==> config.mk <==
export PLATFORM = sky130hd
export DESIGN_NAME = stack_push_with_linear_search_flat
export DESIGN_NICKNAME = d
export VERILOG_FILES = /design/src/design/spls_pkg.sv /design/src/design/spls_if.sv /design/src/design/spls_datapath.sv /design/src/design/spls_ctrl.sv /design/src/design/stack_push_with_linear_search.sv /design/src/flat_wrapper.sv
export SDC_FILE = /design/constraint.sdc
export NUM_CORES = 2
export LEC_CHECK = 0
export BUFFER_PORTS_ARGS = -buffer_cell sky130_fd_sc_hd__buf_4
export CORE_ASPECT_RATIO = 1.75
export CORE_MARGIN = 2
export CORE_UTILIZATION = 45
export DETAILED_ROUTE_END_ITERATION = 16
export PLACE_DENSITY = 0.61
export SYNTH_ARGS = -nofsm -noshare
export SYNTH_HDL_FRONTEND = slang
export SYNTH_HIERARCHICAL = 1
export SYNTH_SLANG_ARGS = --single-unit
export TNS_END_PERCENT = 1
==> constraint.sdc <==
create_clock -name clk -period 7.07 [get_ports clk]
set_clock_uncertainty 0.05 [all_clocks]
set_input_delay 0.707 -clock clk [delete_from_list [all_inputs] [get_ports clk]]
set_output_delay 0.707 -clock clk [all_outputs]
set_load 0.02 [all_outputs]
==> src/design/spls_pkg.sv <==
package spls_pkg;

	// field widths
	localparam int KEY_W    = 32;
	localparam int STATUS_W = 2;
	localparam int POS_W    = 6;

	// operation codes
	localparam logic OP_PUSH   = 1'b0;
	localparam logic OP_SEARCH = 1'b1;

	// result status codes
	localparam logic [STATUS_W-1:0] ST_PUSHED   = 2'd0;
	localparam logic [STATUS_W-1:0] ST_FULL     = 2'd1;
	localparam logic [STATUS_W-1:0] ST_FOUND    = 2'd2;
	localparam logic [STATUS_W-1:0] ST_NOTFOUND = 2'd3;

	// controller to datapath commands
	typedef struct packed {
		logic                key_ld;
		logic                push_wr;
		logic                scan_start;
		logic                scan_run;
		logic                hit_cap;
		logic                res_ld;
		logic [STATUS_W-1:0] res_status;
	} cmd_t;

	// datapath to controller status
	typedef struct packed {
		logic full;
		logic hit;
		logic exhausted;
	} stat_t;

endpackage

==> src/design/spls_if.sv <==
// request channel: operation and key
interface spls_req_if;
	import spls_pkg::*;

	logic                    valid;
	logic                    ready;
	logic                    operation;
	logic signed [KEY_W-1:0] key;

	modport source (output valid, output operation, output key, input ready);
	modport sink (input valid, input operation, input key, output ready);
endinterface

// response channel: status and position
interface spls_rsp_if;
	import spls_pkg::*;

	logic                valid;
	logic                ready;
	logic [STATUS_W-1:0] status;
	logic [POS_W-1:0]    position;

	modport source (output valid, output status, output position, input ready);
	modport sink (input valid, input status, input position, output ready);
endinterface

==> src/design/spls_datapath.sv <==
module spls_datapath #(
	parameter int DEPTH = 64
) (
	input  logic                          clk,
	input  logic                          arst_n,
	input  spls_pkg::cmd_t                cmd,
	input  logic [spls_pkg::KEY_W-1:0]    key,
	output spls_pkg::stat_t               stat,
	output logic [spls_pkg::STATUS_W-1:0] status,
	output logic [spls_pkg::POS_W-1:0]    position
);
	import spls_pkg::*;

	localparam int IW = (DEPTH > 1) ? $clog2(DEPTH) : 1;
	localparam int FW = $clog2(DEPTH + 1);

	logic [KEY_W-1:0] mem [DEPTH];
	logic [FW-1:0]    fill_q;
	logic [FW-1:0]    scan_idx_q;
	logic [KEY_W-1:0] key_q;
	logic [KEY_W-1:0] rd_data_s1;
	logic [IW-1:0]    idx_s1;
	logic             pend_s1;
	logic [POS_W-1:0] found_pos_q;
	logic [STATUS_W-1:0] status_q;
	logic [POS_W-1:0] rsp_pos_q;
	logic             rd_en;

	assign rd_en = cmd.scan_run && (scan_idx_q < fill_q);

	// stack memory: push write and scan read
	always_ff @(posedge clk) begin
		if (cmd.push_wr)
			mem[fill_q[IW-1:0]] <= key;
		if (rd_en)
			rd_data_s1 <= mem[scan_idx_q[IW-1:0]];
	end

	// fill count
	always_ff @(posedge clk or negedge arst_n) begin
		if (!arst_n)
			fill_q <= '0;
		else if (cmd.push_wr)
			fill_q <= fill_q + FW'(1);
	end

	// scan pointer and compare stage valid
	always_ff @(posedge clk or negedge arst_n) begin
		if (!arst_n) begin
			scan_idx_q <= '0;
			pend_s1    <= 1'b0;
		end else if (cmd.scan_start) begin
			scan_idx_q <= '0;
			pend_s1    <= 1'b0;
		end else if (cmd.scan_run) begin
			pend_s1 <= rd_en;
			if (rd_en)
				scan_idx_q <= scan_idx_q + FW'(1);
		end
	end

	// search key and compare stage index
	always_ff @(posedge clk) begin
		if (cmd.key_ld)
			key_q <= key;
		if (rd_en)
			idx_s1 <= scan_idx_q[IW-1:0];
		if (cmd.hit_cap)
			found_pos_q <= POS_W'(idx_s1);
	end

	// result register, position held with its status while the result waits
	always_ff @(posedge clk) begin
		if (cmd.res_ld) begin
			status_q  <= cmd.res_status;
			rsp_pos_q <= (cmd.res_status == ST_FOUND) ? found_pos_q : '0;
		end
	end

	assign stat.full      = (fill_q == FW'(DEPTH));
	assign stat.hit       = pend_s1 && (rd_data_s1 == key_q);
	assign stat.exhausted = !pend_s1 && (scan_idx_q >= fill_q);

	assign status   = status_q;
	assign position = rsp_pos_q;

endmodule

==> src/design/spls_ctrl.sv <==
module spls_ctrl (
	input  logic            clk,
	input  logic            arst_n,
	input  logic            req_valid,
	input  logic            req_operation,
	output logic            req_ready,
	output logic            rsp_valid,
	input  logic            rsp_ready,
	input  spls_pkg::stat_t stat,
	output spls_pkg::cmd_t  cmd
);
	import spls_pkg::*;

	localparam logic [1:0] S_IDLE = 2'd0;
	localparam logic [1:0] S_SCAN = 2'd1;
	localparam logic [1:0] S_RESP = 2'd2;

	logic [1:0]          state_q;
	logic [1:0]          state_d;
	logic [STATUS_W-1:0] code_q;
	logic [STATUS_W-1:0] code_d;
	logic                out_valid_q;
	logic                accept;
	logic                slot_free;

	assign req_ready = (state_q == S_IDLE);
	assign accept    = req_valid && req_ready;
	assign slot_free = !out_valid_q || rsp_ready;
	assign rsp_valid = out_valid_q;

	// next state and commands
	always_comb begin
		state_d        = state_q;
		code_d         = code_q;
		cmd            = '0;
		cmd.res_status = code_q;
		unique case (state_q)
			S_IDLE: begin
				if (accept) begin
					cmd.key_ld = 1'b1;
					if (req_operation == OP_PUSH) begin
						cmd.push_wr = !stat.full;
						code_d      = stat.full ? ST_FULL : ST_PUSHED;
						state_d     = S_RESP;
					end else begin
						cmd.scan_start = 1'b1;
						state_d        = S_SCAN;
					end
				end
			end
			S_SCAN: begin
				if (stat.hit) begin
					cmd.hit_cap = 1'b1;
					code_d      = ST_FOUND;
					state_d     = S_RESP;
				end else if (stat.exhausted) begin
					code_d  = ST_NOTFOUND;
					state_d = S_RESP;
				end else begin
					cmd.scan_run = 1'b1;
				end
			end
			S_RESP: begin
				if (slot_free) begin
					cmd.res_ld = 1'b1;
					state_d    = S_IDLE;
				end
			end
			default: state_d = S_IDLE;
		endcase
	end

	// state, result code and output valid
	always_ff @(posedge clk or negedge arst_n) begin
		if (!arst_n) begin
			state_q     <= S_IDLE;
			code_q      <= ST_PUSHED;
			out_valid_q <= 1'b0;
		end else begin
			state_q <= state_d;
			code_q  <= code_d;
			if (cmd.res_ld)
				out_valid_q <= 1'b1;
			else if (rsp_ready)
				out_valid_q <= 1'b0;
		end
	end

endmodule

==> src/design/stack_push_with_linear_search.sv <==
// channel | dir | payload             | transaction
// req     | in  | operation, key      | push or search request
// rsp     | out | status, position    | one result per request
//
// a push result is loaded into the output register from the response state, once
// that register is free; a search result is loaded the same way after the scan:
// the single stack memory is read one entry per cycle, lowest index first, and
// the scan stops on a match
// arst_n clears the fill count and control; the stored keys are not cleared
// the result sits in an output register, so a new request is taken while
// a result waits; a stalled result holds the next result in the controller
module stack_push_with_linear_search #(
	parameter int DEPTH = 64
) (
	input logic        clk,
	input logic        arst_n,
	spls_req_if.sink   req,
	spls_rsp_if.source rsp
);
	import spls_pkg::*;

	cmd_t  cmd;
	stat_t stat;

	spls_ctrl u_ctrl (
		.clk           (clk),
		.arst_n        (arst_n),
		.req_valid     (req.valid),
		.req_operation (req.operation),
		.req_ready     (req.ready),
		.rsp_valid     (rsp.valid),
		.rsp_ready     (rsp.ready),
		.stat          (stat),
		.cmd           (cmd)
	);

	spls_datapath #(
		.DEPTH (DEPTH)
	) u_datapath (
		.clk      (clk),
		.arst_n   (arst_n),
		.cmd      (cmd),
		.key      (KEY_W'(req.key)),
		.stat     (stat),
		.status   (rsp.status),
		.position (rsp.position)
	);

`ifndef ASSERT_OFF
	// an accepted request blocks intake until its result is queued
	a_one_in_flight: assert property (@(posedge clk) disable iff (!arst_n)
		req.valid && req.ready |=> !req.ready)
		else $error("request accepted while another is in work");

	// never write past the top of the stack
	a_no_overflow: assert property (@(posedge clk) disable iff (!arst_n)
		cmd.push_wr |-> !stat.full)
		else $error("push written into a full stack");

	// a waiting result is never overwritten
	a_no_overwrite: assert property (@(posedge clk) disable iff (!arst_n)
		cmd.res_ld |-> (!rsp.valid || rsp.ready))
		else $error("result loaded over an unsent result");

	// position is zero unless the search found the key
	a_pos_zero: assert property (@(posedge clk) disable iff (!arst_n)
		rsp.valid && (rsp.status != ST_FOUND) |-> (rsp.position == '0))
		else $error("nonzero position on a result other than found");
`endif

endmodule
==> src/flat_wrapper.sv <==
// flat-port wrapper written by rule: the top's interface ports become plain ports
module stack_push_with_linear_search_flat import spls_pkg::*;
#(
	parameter int DEPTH = 64
)
  (clk, arst_n, req_valid, req_operation, req_key, req_ready, rsp_valid, rsp_status, rsp_position, rsp_ready);
  spls_req_if req_i ();
  spls_rsp_if rsp_i ();
  input logic clk;
  input logic arst_n;
  input wire logic [$bits(req_i.valid)-1:0] req_valid;
  input wire logic [$bits(req_i.operation)-1:0] req_operation;
  input wire logic [$bits(req_i.key)-1:0] req_key;
  output wire logic [$bits(req_i.ready)-1:0] req_ready;
  output wire logic [$bits(rsp_i.valid)-1:0] rsp_valid;
  output wire logic [$bits(rsp_i.status)-1:0] rsp_status;
  output wire logic [$bits(rsp_i.position)-1:0] rsp_position;
  input wire logic [$bits(rsp_i.ready)-1:0] rsp_ready;
  assign req_i.valid = req_valid;
  assign req_i.operation = req_operation;
  assign req_i.key = req_key;
  assign req_ready = req_i.ready;
  assign rsp_valid = rsp_i.valid;
  assign rsp_status = rsp_i.status;
  assign rsp_position = rsp_i.position;
  assign rsp_i.ready = rsp_ready;
  stack_push_with_linear_search #(.DEPTH(DEPTH)) u_core (.clk(clk), .arst_n(arst_n), .req(req_i), .rsp(rsp_i));
endmodule
==> impl_metrics.yaml <==
run_status:
  run_status: "complete, no violations"
routing:
  drt_first_pass_iters: 5
  drt_wl_total_mm: 206
  route.vias.total: 38200
  drtIter0Drc: 3956
  wire_per_inst_um: 32.2
  route.detailed.vias_per_inst: 5.97
  post-route-drc-count: 0
  drt.antenna.violating_nets: 0
floorplanning:
  top_level_ports: 47
  coreArea_mm2: 0.182
  start_util_pct: 45.3
  dieWidth_um: 327
  rows: 207
  die-area_mm2: 0.187
  chipHeight_um: 570
yosys:
  postSynth.topFlopCell: "sky130_fd_sc_hd__edfxtp_1"
  average_footprint_of_a_synthesized_cell_um2: 22.0
  synth_warnings: 6
  netlist-cell-type-count: 51
  postSynthRegisterBits: 2152
  synth_seq_area_share_pct: 78.3
  ys_async_sr_fraction_pct: 0.929
  post-synth-top-area-fraction_pct: 77.7
  syn-num-nets: 3789
  post_synth_design_cell_area_mm2: 0.0824
  synth-edff-count: 2132
  ys_top_cells_by_area: "sky130_fd_sc_hd__edfxtp_1 78%, sky130_fd_sc_hd__mux4_2 12%, sky130_fd_sc_hd__mux2i_1 2.9%, sky130_fd_sc_hd__a221oi_1 0.77%, sky130_fd_sc_hd__dfrtp_1 0.61%"
  netlist.top_cell.by_area: "sky130_fd_sc_hd__edfxtp_1"
  syn_inst: 3742
setup_path:
  crit_type: "reg2reg"
  cpPeakStageDelay_ns: 1.23
  crit_fanout: 32
  ff2ff_setup_slack_ns: 1.76
  worst_ep_required_time_ns: 7.43
  reg2reg_from: "u_core/u_datapath/fill_q[3]"
  crit_slowest_cell: "sky130_fd_sc_hd__nor2_4"
  critPathLaunchType: "flop"
  worst-r2r-cell-count: 7
  r2r-end: "u_core/u_datapath/mem[29][31]"
  endpoint_kind: "flop"
  worst-endpoint-arrival_ns: 5.67
  crit_chain: "inv_1 > nand2_1 > nor3_1 > nor3b_1 > nor2b_1 > nand3_1 > nor2_4"
clock_network:
  h-tree-depth: 4
  clock_latency_ns: 0.86
  root_buffer: "sky130_fd_sc_hd__clkbuf_16"
  clk_transition_reported_paths_ns: 0.07
  cts.sink_count: 2152
  cts-buffers-inserted: 190
  cts_tree: "built"
  ctsResizeCount: 0
  clock_tree.buffer_depth: 4
sta:
  post-route-period-util_pct: 75.1
  totalNegativeSetupSlack_ns: 0
  setup_violations: 0
  hold_viol_final: 0
  max_slew.worst_pin.slew_ns: 1.26
  fmax_mhz: 188
  setup_repair_after_global_routing_missed_its_margin: "false"
  slew_viol_final: 0
  timing.max_slew.rel_slack_pct: 16.1
  min_clock_period_post_route_ns: 5.31
cells_and_area:
  area_growth_syn_to_layout_pct: 11.3
  post-route-cell-area_mm2: 0.0917
  drive_gt1_share_pct: 22.7
  fillerInstances: 14300
  layout.cells.most_common: "sky130_fd_sc_hd__edfxtp_1"
  final_cell_mix: "2,132 x sky130_fd_sc_hd__edfxtp_1, 444 x sky130_fd_sc_hd__mux4_2, 242 x sky130_fd_sc_hd__mux2i_1, 193 x sky130_fd_sc_hd__clkbuf_16, 116 x sky130_fd_sc_hd__buf_4"
  num-nets-final: 3900
  finalCoreUtilization_pct: 50.5
grt:
  globalRouteOverflowTotal: 0
  grt_pass1_vias: 39400
  maximum_number_of_pins_on_one_net_before_global_route_repair: 131
  initial_antenna_violation_count: 5
  grt.total_usage_pct: 22.1
  grt_first_pass_wirelength_mm: 292
power:
  cellPowerDensity_mw_per_mm2: 357
  total_leakage_power_nw: 28.1
  power.ir.vdd_worst_uv: 322
min_path:
  holdCritPathClass: "in2async"
flow_run:
  drv.max_cap_violation_count: 0
placed_design:
  dpl.hpwl_mm: 125
  port-buffer-count: 46
  place_area_mm2: 0.0859
  finalWeightedCongestion: 0.869
[area by class of cell]
type | instances | area (um^2) | area share, %
inverters | 13 | 48.8 | 0.0532
diodes | 3 | 7.51 | 0.00818
well taps | 2403 | 3010 | 3.28
clock buffers | 243 | 5020 | 5.47
clock inverters | 92 | 826 | 0.900
multi-input cells | 1371 | 17200 | 18.8
flip-flops and latches | 2152 | 64500 | 70.4
repair buffers | 125 | 1040 | 1.13
[logic make-up (layout without fill, tap and decap cells)]
kind of cell / after synthesis / count (layout) / share of synthesized area, %
other: 0 / 3 / 0
multiplexers: 688 / 688 / 15.1
flip-flops: 2152 / 2152 / 78.3
AND/OR/NAND/NOR: 312 / 312 / 1.70
buffers and inverters: 219 / 473 / 1.40
XOR/XNOR: 39 / 39 / 0.414
adder cells (fa/ha/maj): 10 / 10 / 0.152
AO/OA/AOI/OAI: 322 / 322 / 2.93
[stage by stage]
step	hold WS, ns	power, mW	cells	setup slack [ns]
after detailed placement	0.355	23.1	6063	1.75
after global routing	0.268	33.8	6401	1.53
after CTS	0.232	33.1	6399	1.88
after floorplan	0.350	20.3	3742	1.93
final	0.290	32.7	6402	1.76
after global placement	0.352	23.1	6063	1.96
[synth_stat cells, types with 30 or more instances]
library cell,n
sky130_fd_sc_hd__a21oi_1,31
sky130_fd_sc_hd__a221oi_1,72
sky130_fd_sc_hd__a22oi_1,36
sky130_fd_sc_hd__buf_2,64
sky130_fd_sc_hd__clkbuf_1,78
sky130_fd_sc_hd__edfxtp_1,2132
sky130_fd_sc_hd__mux2i_1,242
sky130_fd_sc_hd__mux4_2,444
sky130_fd_sc_hd__nand2_1,91
sky130_fd_sc_hd__nand3_1,30
sky130_fd_sc_hd__nor2_1,100
sky130_fd_sc_hd__nor3_1,33
sky130_fd_sc_hd__o21ai_0,37
sky130_fd_sc_hd__o22ai_1,32
sky130_fd_sc_hd__xnor2_1,34
[metal layers]
metal  global-route usage, %  wire length [um]  vias up
met5                       0                 0        -
met1                    25.7             72900    20700
li1                        -                 -    16000
met3                    2.23              8810      307
met2                    41.6            116000     1206
met4                    8.55              8380        0
[worst max-delay path: cells and delay by family, from the launching register on]
| family | cells | cell delay [ns] |
|---|---|---|
| and+or+nand+nor | 6 | 4.13 |
| DFF | 1 | 0.49 |
| buffers and inverters | 1 | 0.15 |
[where the power goes]
group          leakage, nW  switching, mW  internal (mW)
combinational         5.83           4.62           3.34
sequential            19.4          0.349           14.4
clock                 2.84           4.48           5.53
total                 28.1           9.45           23.3
[repair_timing]
item / in CTS / in global routing
hold endpoints to repair: 20 / 0
setup buffers: 0 / 0
hold buffers: 1 / 0
[flip-flops by register name (all words and copies together), names as in the netlist]
| register | count |
|---|---|
| u_core/u_datapath/mem | 2048 |
| u_core/u_datapath/key_q | 32 |
| u_core/u_datapath/rd_data_s1 | 32 |
| u_core/u_datapath/fill_q | 7 |
| u_core/u_datapath/scan_idx_q | 7 |
| u_core/u_datapath/found_pos_q | 6 |
| u_core/u_datapath/idx_s1 | 6 |
| u_core/u_datapath/position | 6 |
| u_core/u_ctrl/code_q | 2 |
| u_core/u_ctrl/state_q | 2 |
| u_core/u_datapath/status | 2 |
| u_core/u_ctrl/rsp_valid | 1 |
| u_core/u_datapath/pend_s1 | 1 |
[worst max-delay path by stage]
| stage | from | to | slack (ns) |
|---|---|---|---|
| floorplan | u_core/u_ctrl/state_q[1] | u_core/u_datapath/mem[49][0] | 1.93 |
| global placement | req_valid | u_core/u_datapath/mem[45][31] | 1.96 |
| detailed placement | req_valid | u_core/u_datapath/mem[29][1] | 1.75 |
| CTS | u_core/u_datapath/fill_q[3] | u_core/u_datapath/mem[29][1] | 1.88 |
| global route | u_core/u_datapath/fill_q[3] | u_core/u_datapath/mem[29][4] | 1.53 |
| finish | u_core/u_datapath/fill_q[3] | u_core/u_datapath/mem[29][31] | 1.76 |
No activity file was read; power rests on OpenSTA's default activity.
